==> config.mk <==
export PLATFORM = sky130hd
export DESIGN_NAME = sida_cell
export DESIGN_NICKNAME = d
export VERILOG_FILES = /design/src/hdl/sida_pkg.sv /design/src/hdl/sida_cell.sv
export SDC_FILE = /design/constraint.sdc
export NUM_CORES = 1
export LEC_CHECK = 0
export BUFFER_PORTS_ARGS = -buffer_cell sky130_fd_sc_hd__buf_4
export CORE_ASPECT_RATIO = 1.25
export CORE_MARGIN = 3
export CORE_UTILIZATION = 51
export CTS_CLUSTER_SIZE = 10
export DETAILED_ROUTE_END_ITERATION = 7
export PLACE_DENSITY = 0.76
export SETUP_SLACK_MARGIN = 0.02
export SYNTH_ARGS = -nofsm -noshare
export SYNTH_HDL_FRONTEND = slang
export SYNTH_SLANG_ARGS = --single-unit
export TNS_END_PERCENT = 20
==> constraint.sdc <==
create_clock -name clk_i -period 1.9 [get_ports clk_i]
set_input_delay 0.095 -clock clk_i [delete_from_list [all_inputs] [get_ports clk_i]]
set_output_delay 0.095 -clock clk_i [all_outputs]
set_load 0.03 [all_outputs]
==> src/hdl/sida_pkg.sv <==
// Package for the session ID allocator: sizes, request and status codes,
// and the token that walks the cell chain. No dependencies.
package sida_pkg;

  localparam int NUM_SESSIONS = 1024;
  localparam int CELL_W       = 32;
  localparam int BIT_W        = $clog2(CELL_W);
  localparam int NUM_CELLS    = (NUM_SESSIONS + CELL_W - 1) / CELL_W;
  localparam int CIDX_W       = (NUM_CELLS > 1) ? $clog2(NUM_CELLS) : 1;
  localparam int SID_W        = 16;
  localparam int GID_W        = 10;

  typedef enum logic [1:0] {
    REQ_ALLOC  = 2'd0,
    REQ_FREE   = 2'd1,
    REQ_LOOKUP = 2'd2
  } req_e;

  typedef enum logic [2:0] {
    ST_OK        = 3'd0,
    ST_FULL      = 3'd1,
    ST_RANGE     = 3'd2,
    ST_RESERVED  = 3'd3,
    ST_WAS_FREE  = 3'd4,
    ST_NOT_ALLOC = 3'd5
  } status_e;

  typedef struct packed {
    logic              valid;
    logic              done;
    logic [1:0]        op;
    logic [CIDX_W-1:0] sid_word;
    logic [BIT_W-1:0]  sid_bit;
    status_e           status;
    logic [GID_W-1:0]  gid;
    logic              found;
  } token_t;

endpackage

==> src/hdl/sida_cell.sv <==
// One cell of the allocator chain: holds CELL_W allocation bits and
// serves the request token passing through. Depends on sida_pkg.
module sida_cell (
  input  logic                        clk_i,
  input  logic                        rst_ni,
  input  logic [sida_pkg::CIDX_W-1:0] cell_idx_i,
  input  sida_pkg::token_t            tok_i,
  output sida_pkg::token_t            tok_o
);
  import sida_pkg::*;

  logic [CELL_W-1:0] bits_q, bits_d;
  logic [CELL_W-1:0] usable, free_vec, iso;
  logic [BIT_W-1:0]  ffz;
  logic [CIDX_W+BIT_W-1:0] gidx;
  logic [31:0]       gid_full;
  logic              hit;
  logic              bit_set;
  token_t            tok_q, tok_d;

  always_comb begin
    for (int b = 0; b < CELL_W; b++) begin
      usable[b] = (32'({cell_idx_i, BIT_W'(b)}) != 32'd0) &&
                  (32'({cell_idx_i, BIT_W'(b)}) < NUM_SESSIONS);
    end
    free_vec = ~bits_q & usable;
    iso      = free_vec & (~free_vec + 1'b1);
    ffz      = '0;
    for (int b = 0; b < CELL_W; b++) begin
      if (iso[b]) begin
        ffz = ffz | BIT_W'(b);
      end
    end
    gidx     = {cell_idx_i, ffz};
    gid_full = 32'(gidx);
    hit      = (tok_i.sid_word == cell_idx_i);
    bit_set  = bits_q[tok_i.sid_bit];

    tok_d  = tok_i;
    bits_d = bits_q;
    if (tok_i.valid && !tok_i.done) begin
      case (tok_i.op)
        REQ_ALLOC: begin
          if (|free_vec) begin
            bits_d       = bits_q | iso;
            tok_d.done   = 1'b1;
            tok_d.status = ST_OK;
            tok_d.gid    = gid_full[GID_W-1:0];
          end
        end
        REQ_FREE: begin
          if (hit) begin
            tok_d.done = 1'b1;
            if (bit_set) begin
              bits_d[tok_i.sid_bit] = 1'b0;
              tok_d.status          = ST_OK;
            end else begin
              tok_d.status = ST_WAS_FREE;
            end
          end
        end
        REQ_LOOKUP: begin
          if (hit) begin
            tok_d.done   = 1'b1;
            tok_d.found  = bit_set;
            tok_d.status = bit_set ? ST_OK : ST_NOT_ALLOC;
          end
        end
        default: ;
      endcase
    end
  end

  always_ff @(posedge clk_i or negedge rst_ni) begin
    if (!rst_ni) begin
      bits_q <= '0;
      tok_q  <= '0;
    end else begin
      bits_q <= bits_d;
      tok_q  <= tok_d;
    end
  end

  assign tok_o = tok_q;

endmodule

==> summary.txt, run 1 <==
Placement
  – Placed standard-cell area: 4840 sq um
  – I/O Buffers: 62
  – Routability congestion estimate: roughly 1.1
  – Post-placement setup slack: -0.273 ns
  – Sum of net half-perimeters after detailed placement: roughly 9500 um

Floorplanning
  – Die width: 81.7 um
  – Height of the die: 101 um
  – Rows: 33
  – Floorplan die area: 8230 sq um
  – CORE AREA: roughly 6800 sq um
  – I/O pin total: 63
  – Starting Density: a little over half

Setup path
  – Peak fanout along the critical path: 7
  – End of the worst register-to-register path: bits_q[26]$_DFFE_PN0P_
  – Cell with the largest stage delay on the worst path: sky130_fd_sc_hd__nor3_4
  – Kind of cell adding the most delay to the critical path: simple AND/OR/NAND/NOR gates
  – Worst R2R Start: bits_q[9]$_DFFE_PN0P_
  – WP data arrival: between 2 and 2.5 ns
  – Maximum single-stage delay on the critical path: a little over 0.4 ns
  – Ordered cell list for the critical path: and4_2, nand4_1, nor4b_4, buf_4, nor3_4, nand2b_1, o221ai_2
  – CP startpoint kind: flip-flop
  – WS Path Type: flip-flop to flip-flop
  – Critical path capture point type: flip-flop
  – Internal reg-to-reg setup slack: -0.20 ns
  – WP data required: ~2.2 ns
  – Reg2Reg Depth: 7
  – Sum of buffers and inverters on the critical path: 1

Final layout
  – Antenna cell count: 0
  – Post-route cell area: 5790 sq um
  – Count of nets after finishing: approximately 640
  – Layout cell share with drive strength beyond 1: 44.2%
  – Top library cells by usage in the layout, fill and taps aside: sky130_fd_sc_hd__buf_4 (162), sky130_fd_sc_hd__dfrtp_1 (59), sky130_fd_sc_hd__nand2_1 (42)
  – Area growth from synthesis to layout: 58.5%
  – Most frequent standard cell in the layout excluding fill and tap cells: sky130_fd_sc_hd__buf_4

Clock tree
  – Buffer type at the clock tree root: sky130_fd_sc_hd__clkbuf_8
  – Insertion delay of the later-clocked pin in the worst-skew pair: 0.35 ns
  – Sink count of the clock tree: 60
  – CTS Buf Count: 9
  – TritonCTS clock tree: yes
  – Number of H-tree levels: 3
  – Clock edge transition at the registers on the reported setup and hold paths: 0.07 ns
  – Clock Tree Buf Depth: 2

Synthesis
  – Number of enable flip-flop cells after synthesis: 0
  – Synthesized area divided by synthesized cell count: 8.87 sq um
  – Commonest register cell after synthesis: sky130_fd_sc_hd__dfrtp_1
  – Count of synthesis-stage warnings from yosys: 0
  – Cell variety after synth: 61
  – Net count of the mapped netlist: about 450
  – Post-synthesis async set-or-reset flop share: 100%
  – Number of synthesized register bits: 60
  – Cell count after synthesis: between 400 and 500
  – Sequential cell area fraction in the yosys report: 41.1%
  – Netlist Area Pre-Place: 3660 sq um

Run status
  – Run status: finished, violations left
  – Violated checks: setup timing

Min path
  – HP Class: input port to flip-flop
  – Endpoint, Worst Hold: tok_o[16]$_DFF_PN0_
  – Critical hold path startpoint: tok_i[16]
  – Hold Path Depth: 2

Power and ir drop
  – Gate power share: between 20 and 30%
  – Switching power of the nets: 0.00111 W
  – Power Dens Cells: 627 nW/um^2
  – Leakage Power: ~2.6 nW
  – Maximum VDD drop: approximately 0.00042 V
  – Switching part of the total: a little under a third
  – Design internal power: between 0.002 and 0.003 W
  – Clock power share: approximately 34%
  – Fraction of power consumed by sequential logic: 37.8%

Route
  – Number of antenna-violating nets in the routed design: 0
  – Vias after detailed routing: 4495
  – Count of routing violations after the opening detailed-route iteration: 536
  – # DRC: 0
  – Iteration count of the initial detailed-routing pass: 7
  – Post-DR wirelength/cell: 22.3 um
  – Average vias per placed instance: around 6.5
  – Wire length after detailed routing: 15300 um

STA
  – Worst-margin pin slew: 0.788 ns
  – RSZ-0062 raised after global routing: true
  – Setup WS post-layout: -0.199 ns
  – Fin crit period: 2.10 ns
  – Final number of hold-violating endpoints: 0
  – Final number of max-transition violations: 0
  – Final worst-path cycle share: 110%
  – Setup violators final: 39
  – Layout Skew: 0.00962 ns
  – Worst slew slack as a fraction of its limit: 47.4%
  – Highest clock frequency the design can meet: 476 MHz

GRT
  – Total gr overflow: 0
  – Global-route usage over all layers: 36.2%
  – Pin count of the biggest net entering global routing: 61
  – Global-route wire length before repair: around 22000 um
  – Initial antenna violation count: 0
  – Vias in the first global route: 4415

Flow run
  – Max Cap Viol: 0
[registers in the layout, summed over array words and instances, names as in the netlist]
register / flops
tok_o: 28
bits_q: 32
[per-stage QoR]
stage               utilization [%]  power (W)  hold WS (ns)  setup TNS, ns  cells
global placement               71.4    0.00221         0.209          -3.08    633
finish                         85.6    0.00363        0.0113          -4.68    687
global route                   85.6    0.00375        0.0177          -7.50    687
CTS                            82.0    0.00353       0.00595          -2.30    679
floorplan                         -    0.00182        -0.201         -0.872    412
detailed placement             71.4    0.00222         0.220          -6.09    633
[routing by layer]
metal,vias to the layer above,share of wire (%),global-route usage [%]
li1,1900,-,-
met1,2104,32,40.1
met2,369,49,61.0
met3,122,11,7.42
met4,0,8.4,24.4
met5,-,0,0
[power groups by stage]
stage	combinational (W)	sequential, W	clock (W)
floorplan	0.000347	0.00148	0
global placement	0.000825	0.00139	0
detailed placement	0.000833	0.00139	0
CTS	0.000919	0.00137	0.00125
global route	0.00107	0.00138	0.00131
finish	0.00102	0.00137	0.00124
[cells by family (layout without fill, tap and decap cells)]
logic type	after synthesis	after routing	share of synthesized area (%)
simple gates	169	169	25.9
buf+inv	51	239	6.09
compound gates	107	107	19.6
fa+ha+maj	4	4	1.37
mux	16	16	4.76
flops	60	60	41.1
xor+xnor	5	5	1.20
[timing repair]
| action | 4_1_cts | 5_1_grt |
|---|---|---|
| hold buffers | 27 | 0 |
| cloned | 0 | 1 |
| pin swaps | 15 | 15 |
| gates resized for setup | 51 | 41 |
| hold endpoints to repair | 81 | 0 |
| endpoints found under the setup margin | 43 | 46 |
| buffers inserted | 7 | 7 |
[synth_stat cells, drive strengths merged (4+ instances only)]
library cell,n,area [sq um]
nand4,13,81.3
nand4b,4,35.0
mux2i,14,140
o21ai,22,110
a31oi,10,62.6
nor4,14,139
nand3b,5,37.5
nand3,16,80.1
o22ai,6,37.5
nor2,30,115
a32oi,4,35.0
a22oi,10,80.1
dfrtp,60,1500
inv,27,101
ha,4,50.1
a21oi,24,120
clkbuf,8,31.3
a211oi,5,37.5
buf,16,90.1
nand2,44,165
nor3,20,110
o221ai,6,58.8
xnor2,5,43.8
[cell type report]
type                            instances  area [sq um]
Clock inverter                          1          30.0
Multi-Input combinational cell        301          2280
Clock buffer                           13           179
Tap cell                               87           109
Fill cell                             359           978
Sequential cell                        60          1500
Inverter                               27           101
Timing Repair Buffer                  198          1590
[worst max-delay path by stage]
stage | startpoint | to | cells past startpoint | slack (ns)
2_1_floorplan | bits_q[10]$_DFFE_PN0P_ | bits_q[22]$_DFFE_PN0P_ | 6 | -0.07
3_3_place_gp | bits_q[5]$_DFFE_PN0P_ | bits_q[30]$_DFFE_PN0P_ | 7 | -0.19
3_5_place_dp | bits_q[13]$_DFFE_PN0P_ | bits_q[30]$_DFFE_PN0P_ | 7 | -0.27
4_1_cts | bits_q[24]$_DFFE_PN0P_ | bits_q[10]$_DFFE_PN0P_ | 8 | -0.11
5_1_grt | bits_q[9]$_DFFE_PN0P_ | bits_q[26]$_DFFE_PN0P_ | 7 | -0.28
6_report | bits_q[9]$_DFFE_PN0P_ | bits_q[26]$_DFFE_PN0P_ | 7 | -0.20
No activity file was read; power rests on OpenSTA's default activity.
==> run 2: changes to the inputs <==
- CORE_UTILIZATION: 51 -> 37
- PLACE_DENSITY: 0.76 -> 0.59
==> summary.txt, run 2 (synthesis results as in run 1) <==
Run status
  – Run status: finished, violations left (unchanged)
  – Violated checks: setup timing (unchanged)

Power and ir drop
  – Pwr Total: 0.00412 W (was 0.00363 W)
  – Power Dens Cells: 660 nW/um^2 (was 627 nW/um^2)
  – Leakage Power: 2.85 nW (was 2.63 nW)
  – Maximum VDD drop: 0.000430 V (was 0.000417 V)

STA
  – Highest clock frequency the design can meet: 474 MHz (was 476 MHz)
  – Final number of max-transition violations: 0 (unchanged)
  – Final worst-path cycle share: 111% (was 110%)
  – Worst-margin pin slew: 0.792 ns (was 0.788 ns)
  – Layout Skew: 0.00943 ns (was 0.00962 ns)
  – RSZ-0062 raised after global routing: true (unchanged)
  – Setup violators final: 38 (was 39)
  – Final number of hold-violating endpoints: 0 (unchanged)
  – Fin crit period: 2.11 ns (was 2.10 ns)
  – Worst slew slack as a fraction of its limit: 47.2% (was 47.4%)
  – Final sum of negative setup slack: -4.13 ns (was -4.68 ns)
  – Setup WS post-layout: -0.208 ns (was -0.199 ns)

GRT
  – Total gr overflow: 0 (unchanged)
  – Vias in the first global route: 4429 (was 4415)
  – Global-route wire length before repair: 22700 um (was 22200 um)
  – Global-route usage over all layers: 26.9% (was 36.2%)
  – Pin count of the biggest net entering global routing: 61 (unchanged)
  – Initial antenna violation count: 0 (unchanged)

Route
  – Number of antenna-violating nets in the routed design: 0 (unchanged)
  – Average vias per placed instance: 5.78 (was 6.54)
  – Post-DR wirelength/cell: 19.2 um (was 22.3 um)
  – # DRC: 0 (unchanged)
  – Iteration count of the initial detailed-routing pass: 5 (was 7)
  – Count of routing violations after the opening detailed-route iteration: 510 (was 536)
  – Wire length after detailed routing: 14300 um (was 15300 um)
  – Vias after detailed routing: 4324 (was 4495)

Final layout
  – Area growth from synthesis to layout: 70.9% (was 58.5%)
  – Top library cells by usage in the layout, fill and taps aside: sky130_fd_sc_hd__buf_4 (182), sky130_fd_sc_hd__dfrtp_1 (60), sky130_fd_sc_hd__nand2_1 (42) (was sky130_fd_sc_hd__buf_4 (162), sky130_fd_sc_hd__dfrtp_1 (59), sky130_fd_sc_hd__nand2_1 (42))
  – Layout cell share with drive strength beyond 1: 46.4% (was 44.2%)
  – Antenna cell count: 0 (unchanged)
  – Most frequent standard cell in the layout excluding fill and tap cells: sky130_fd_sc_hd__buf_4 (unchanged)
  – Number of flip-flops in the largest register: 32 (unchanged)
  – Largest Register: bits_q (unchanged)
  – Count of nets after finishing: 659 (was 636)

Clock tree
  – Number of H-tree levels: 3 (unchanged)
  – TritonCTS clock tree: yes (unchanged)
  – Insertion delay of the later-clocked pin in the worst-skew pair: 0.33 ns (was 0.35 ns)
  – Clock edge transition at the registers on the reported setup and hold paths: 0.06 ns (was 0.07 ns)
  – Buffer type at the clock tree root: sky130_fd_sc_hd__clkbuf_16 (was sky130_fd_sc_hd__clkbuf_8)
  – CTS Buf Count: 9 (unchanged)
  – Sink count of the clock tree: 60 (unchanged)
  – Clock Tree Buf Depth: 2 (unchanged)

Setup path
  – Peak fanout along the critical path: 5 (was 7)
  – Reg2Reg Depth: 9 (was 7)
  – WP data arrival: 2.34 ns (was 2.36 ns)
  – WP data required: 2.14 ns (was 2.16 ns)
  – CP startpoint kind: flip-flop (unchanged)
  – Kind of cell adding the most delay to the critical path: simple AND/OR/NAND/NOR gates (unchanged)
  – Cell with the largest stage delay on the worst path: sky130_fd_sc_hd__dfrtp_1 (was sky130_fd_sc_hd__nor3_4)
  – Maximum single-stage delay on the critical path: 0.37 ns (was 0.41 ns)
  – Cell mode on critical path: sky130_fd_sc_hd__buf_6
  – WS Path Type: flip-flop to flip-flop (unchanged)
  – Sum of buffers and inverters on the critical path: 3 (was 1)
  – Cell depth of the worst setup path: 9 (was 7)
  – Critical path capture point type: flip-flop (unchanged)
  – Ordered cell list for the critical path: and4_4, nand4_1, nor4b_4, buf_6, and2_4, buf_12, nor4_4, buf_6, o211ai_1 (was and4_2, nand4_1, nor4b_4, buf_4, nor3_4, nand2b_1, o221ai_2)

Floorplanning
  – Floorplan die area: 11100 sq um (was 8230 sq um)
  – Height of the die: 117 um (was 101 um)
  – CORE AREA: 9370 sq um (was 6770 sq um)
  – Rows: 39 (was 33)
  – I/O pin total: 63 (unchanged)
  – Starting Density: 39.0% (was 54.0%)
  – Die width: 94.9 um (was 81.7 um)

Min path
  – Hold Path Depth: 2 (unchanged)
  – HP Class: input port to flip-flop (unchanged)

Placement
  – Routability congestion estimate: 0.941 (was 1.06)
  – I/O Buffers: 62 (unchanged)
  – Sum of net half-perimeters after detailed placement: 9810 um (was 9470 um)

Flow run
  – Max Cap Viol: 0 (unchanged)
-- run 2: through the flow --
| stage | util [%] | worst slack, ns | instance area [sq um] | hold WS (ns) | cells |
|---|---|---|---|---|---|
| 2_1_floorplan | - | -0.0659 | 3680 | -0.201 | 412 |
| 3_3_place_gp | 54.1 | -0.562 | 5070 | 0.212 | 689 |
| 3_5_place_dp | 54.1 | -0.649 | 5070 | 0.224 | 689 |
| 4_1_cts | 63.8 | -0.118 | 5980 | 0.0263 | 744 |
| 5_1_grt | 66.7 | -0.258 | 6250 | 0.0497 | 748 |
| 6_report | 66.7 | -0.208 | 6250 | 0.0336 | 748 |
-- run 2: final cells by class --
| class | count | area [sq um] |
|---|---|---|
| tap | 123 | 154 |
| multi-input combinational | 301 | 2340 |
| fill | 773 | 3120 |
| clock inverter | 5 | 58.8 |
| sequential | 60 | 1500 |
| timing repair buffer | 221 | 1840 |
| inverter | 27 | 101 |
| clock buffer | 11 | 253 |
-- run 2: final timing paths --
path | start | to | slack (ns)
max in group asynchronous | rst_ni | tok_o[6]$_DFF_PN0_ | 0.99
hold / removal | tok_i[16] | tok_o[16]$_DFF_PN0_ | 0.03
setup / recovery | bits_q[5]$_DFFE_PN0P_ | bits_q[5]$_DFFE_PN0P_ | -0.21
min in group asynchronous | rst_ni | bits_q[24]$_DFFE_PN0P_ | 0.40
setup reg to reg | bits_q[5]$_DFFE_PN0P_ | bits_q[5]$_DFFE_PN0P_ | -0.21
hold reg to reg | bits_q[10]$_DFFE_PN0P_ | bits_q[10]$_DFFE_PN0P_ | 0.63
-- run 2: timing repair --
action                                  in CTS  in global routing
pin swaps                                   19                 13
gates cloned                                 0                  0
hold endpoints to repair                    82                  0
endpoints found under the setup margin      40                 46
hold buffers                                23                  0
gates resized for setup                     49                 46
buffers inserted                            16                  5
-- run 2: per-layer routing --
layer | GRT usage [%] | vias to the layer above | share of wire [%]
li1 | - | 1948 | -
met1 | 34.0 | 2144 | 40
met2 | 44.4 | 191 | 50
met3 | 4.73 | 41 | 6.9
met4 | 12.9 | 0 | 3.5
met5 | 0 | - | 0
-- run 2: power by group --
group / internal [W] / total [W] / switching, W
sequential: 0.00134 / 0.00137 / 0.0000247
clock: 0.00109 / 0.00170 / 0.000615
combinational: 0.000494 / 0.00106 / 0.000562
total: 0.00292 / 0.00412 / 0.00120
==> run 3: changes to the inputs <==
- BUFFER_PORTS_ARGS: -buffer_cell sky130_fd_sc_hd__buf_4 -> -buffer_cell sky130_fd_sc_hd__buf_2
- RECOVER_POWER: not set -> 25
==> summary.txt, run 3 (synthesis results as in run 1) <==
Floorplanning
  – I/O pin total: 63 (unchanged)
  – Height of the die: 117 um (unchanged)
  – Floorplan die area: 11100 sq um (unchanged)
  – Rows: 39 (unchanged)
  – Die width: 94.9 um (unchanged)
  – CORE AREA: 9370 sq um (unchanged)
  – Starting Density: 39.0% (unchanged)

Setup path
  – WP data required: 2.15 ns (was 2.14 ns)
  – Critical path capture point type: flip-flop (unchanged)
  – WS Path Type: flip-flop to flip-flop (unchanged)
  – Peak fanout along the critical path: 8 (was 5)
  – WP data arrival: 2.28 ns (was 2.34 ns)
  – CP startpoint kind: flip-flop (unchanged)

Final layout
  – Top library cells by usage in the layout, fill and taps aside: sky130_fd_sc_hd__buf_4 (118), sky130_fd_sc_hd__dfrtp_1 (60), sky130_fd_sc_hd__buf_2 (55) (was sky130_fd_sc_hd__buf_4 (182), sky130_fd_sc_hd__dfrtp_1 (60), sky130_fd_sc_hd__nand2_1 (42))
  – Antenna cell count: 0 (unchanged)
  – Layout cell share with drive strength beyond 1: 44.2% (was 46.4%)
  – Area growth from synthesis to layout: 62.6% (was 70.9%)
  – Most frequent standard cell in the layout excluding fill and tap cells: sky130_fd_sc_hd__buf_4 (unchanged)
  – Filler Cells Inserted: 825 (was 773)
  – Count of nets after finishing: 655 (was 659)
  – Largest Register: bits_q (unchanged)
  – Number of flip-flops in the largest register: 32 (unchanged)
  – Post-route cell area: 5940 sq um (was 6250 sq um)

Run status
  – Run status: finished, violations left (unchanged)
  – Violated checks: setup timing (unchanged)

STA
  – Worst-margin pin slew: 1.23 ns (was 0.792 ns)
  – Layout Skew: 0.0122 ns (was 0.00943 ns)
  – Final worst-path cycle share: 107% (was 111%)
  – Final number of hold-violating endpoints: 0 (unchanged)
  – Hold slack final: 0.00844 ns (was 0.0336 ns)
  – Setup violators final: 36 (was 38)
  – Highest clock frequency the design can meet: 492 MHz (was 474 MHz)
  – Worst slew slack as a fraction of its limit: 18.2% (was 47.2%)
  – Setup WS post-layout: -0.132 ns (was -0.208 ns)
  – Final sum of negative setup slack: -2.42 ns (was -4.13 ns)
  – RSZ-0062 raised after global routing: true (unchanged)
  – Final number of max-transition violations: 0 (unchanged)
  – Fin crit period: 2.03 ns (was 2.11 ns)

Placement
  – I/O Buffers: 62 (unchanged)
  – Placed standard-cell area: 4960 sq um (was 5070 sq um)
  – Sum of net half-perimeters after detailed placement: 10200 um (was 9810 um)
  – Routability congestion estimate: 0.955 (was 0.941)

Min path
  – HP Class: input port to flip-flop (unchanged)

Power and ir drop
  – Maximum VDD drop: 0.000464 V (was 0.000430 V)
  – Gate power share: 23.0% (was 25.6%)
  – Power Dens Cells: 699 nW/um^2 (was 660 nW/um^2)
  – Switching part of the total: 27.6% (was 29.1%)
  – Design internal power: 0.00301 W (was 0.00292 W)
  – Clock power share: 44.2% (was 41.3%)
  – Switching power of the nets: 0.00115 W (was 0.00120 W)
  – Fraction of power consumed by sequential logic: 32.8% (was 33.1%)
  – Leakage Power: 2.67 nW (was 2.85 nW)

Clock tree
  – TritonCTS clock tree: yes (unchanged)
  – Number of H-tree levels: 3 (unchanged)
  – CTS Buf Count: 9 (unchanged)
  – Clock edge transition at the registers on the reported setup and hold paths: 0.05 ns (was 0.06 ns)
  – Buffer type at the clock tree root: sky130_fd_sc_hd__clkbuf_16 (unchanged)
  – Insertion delay of the later-clocked pin in the worst-skew pair: 0.34 ns (was 0.33 ns)
  – Clock Tree Buf Depth: 2 (unchanged)
  – Sink count of the clock tree: 60 (unchanged)

Route
  – Iteration count of the initial detailed-routing pass: 5 (unchanged)
  – Count of routing violations after the opening detailed-route iteration: 358 (was 510)
  – Post-DR wirelength/cell: 18.5 um (was 19.2 um)
  – # DRC: 0 (unchanged)
  – Wire length after detailed routing: 13800 um (was 14300 um)
  – Average vias per placed instance: 5.53 (was 5.78)
  – Vias after detailed routing: 4109 (was 4324)
  – Number of antenna-violating nets in the routed design: 0 (unchanged)

GRT
  – Global-route usage over all layers: 25.8% (was 26.9%)
  – Pin count of the biggest net entering global routing: 21 (was 61)
  – Initial antenna violation count: 0 (unchanged)
  – Total gr overflow: 0 (unchanged)
  – Vias in the first global route: 4111 (was 4429)
  – Global-route wire length before repair: 21600 um (was 22700 um)

Flow run
  – Max Cap Viol: 0 (unchanged)
==> run 3: changes by cell type in the layout (fill, tap and decap cells not counted), moves of 3 or more <==
cell | previous run | this run
sky130_fd_sc_hd__buf_2 | 0 | 55
sky130_fd_sc_hd__dlygate4sd3_1 | 23 | 20
sky130_fd_sc_hd__a211oi_2 | 0 | 3
sky130_fd_sc_hd__buf_12 | 7 | 2
sky130_fd_sc_hd__nor4_1 | 2 | 5
sky130_fd_sc_hd__clkbuf_1 | 0 | 13
sky130_fd_sc_hd__a21oi_2 | 12 | 9
sky130_fd_sc_hd__buf_4 | 182 | 118
sky130_fd_sc_hd__o21ai_1 | 6 | 2
sky130_fd_sc_hd__o21ai_2 | 8 | 12
==> run 3: power by group through the flow <==
stage	logic [W]	registers, W	clock network, W
detailed placement	0.000850	0.00138	0
finish	0.000957	0.00136	0.00184
floorplan	0.000347	0.00148	0
global route	0.00103	0.00137	0.00193
global placement	0.000847	0.00138	0
CTS	0.000947	0.00136	0.00187
==> run 3: final cells by class <==
cell class	instances	area (sq um)	area share (%)
Multi-Input combinational cell	301	2300	38.7
Timing Repair Buffer	217	1550	26.1
Sequential cell	60	1500	25.3
Clock buffer	12	267	4.48
Tap cell	123	154	2.59
Inverter	27	101	1.70
Clock inverter	3	68.8	1.16
==> run 3: routing by layer <==
metal  share of wire (%)  GRT usage [%]  vias to the layer above
li1                    -              -                     1937
met5                   0              0                        -
met3                 6.1           4.73                       25
met2                  51           43.4                      159
met1                  41           32.6                     1988
met4                 2.3           10.8                        0
==> run 3: critical path: stages (launching register included) <==
cell,delay (ns)
sky130_fd_sc_hd__dfrtp_1,0.37
sky130_fd_sc_hd__nand3_2,0.10
sky130_fd_sc_hd__nor4_2,0.28
sky130_fd_sc_hd__buf_4,0.16
sky130_fd_sc_hd__nor4b_4,0.25
sky130_fd_sc_hd__buf_4,0.19
sky130_fd_sc_hd__and2_4,0.22
sky130_fd_sc_hd__nor4_4,0.06
sky130_fd_sc_hd__buf_12,0.15
sky130_fd_sc_hd__o221ai_2,0.16
==> run 3: metrics by stage <==
step | setup slack [ns] | power [W] | std cells | utilization, %
finish | -0.132 | 0.00415 | 743 | 63.4
global route | -0.226 | 0.00432 | 743 | 63.4
CTS | -0.141 | 0.00418 | 741 | 62.3
detailed placement | -0.380 | 0.00224 | 698 | 52.9
global placement | -0.375 | 0.00223 | 698 | 52.9
floorplan | -0.0659 | 0.00182 | 412 | -
==> run 3: final timing paths <==
| path | start | endpoint | slack [ns] | cells after the start |
|---|---|---|---|---|
| hold reg to reg | bits_q[14]$_DFFE_PN0P_ | bits_q[14]$_DFFE_PN0P_ | 0.62 | 3 |
| min in group asynchronous | rst_ni | bits_q[6]$_DFFE_PN0P_ | 0.54 | 2 |
| hold / removal | tok_i[13] | tok_o[13]$_DFF_PN0_ | 0.008 | 3 |
| setup reg to reg | bits_q[23]$_DFFE_PN0P_ | bits_q[26]$_DFFE_PN0P_ | -0.13 | 9 |
| max in group asynchronous | rst_ni | bits_q[12]$_DFFE_PN0P_ | 0.46 | 3 |
| setup / recovery | bits_q[23]$_DFFE_PN0P_ | bits_q[26]$_DFFE_PN0P_ | -0.13 | 9 |
==> run 3: repair_timing <==
action                                  4_1_cts  5_1_grt
pin swaps                                    19        9
setup buffers                                10        3
gates resized for setup                      65       26
hold endpoints to repair                     36        0
hold buffers                                 20        0
endpoints found under the setup margin       41       47
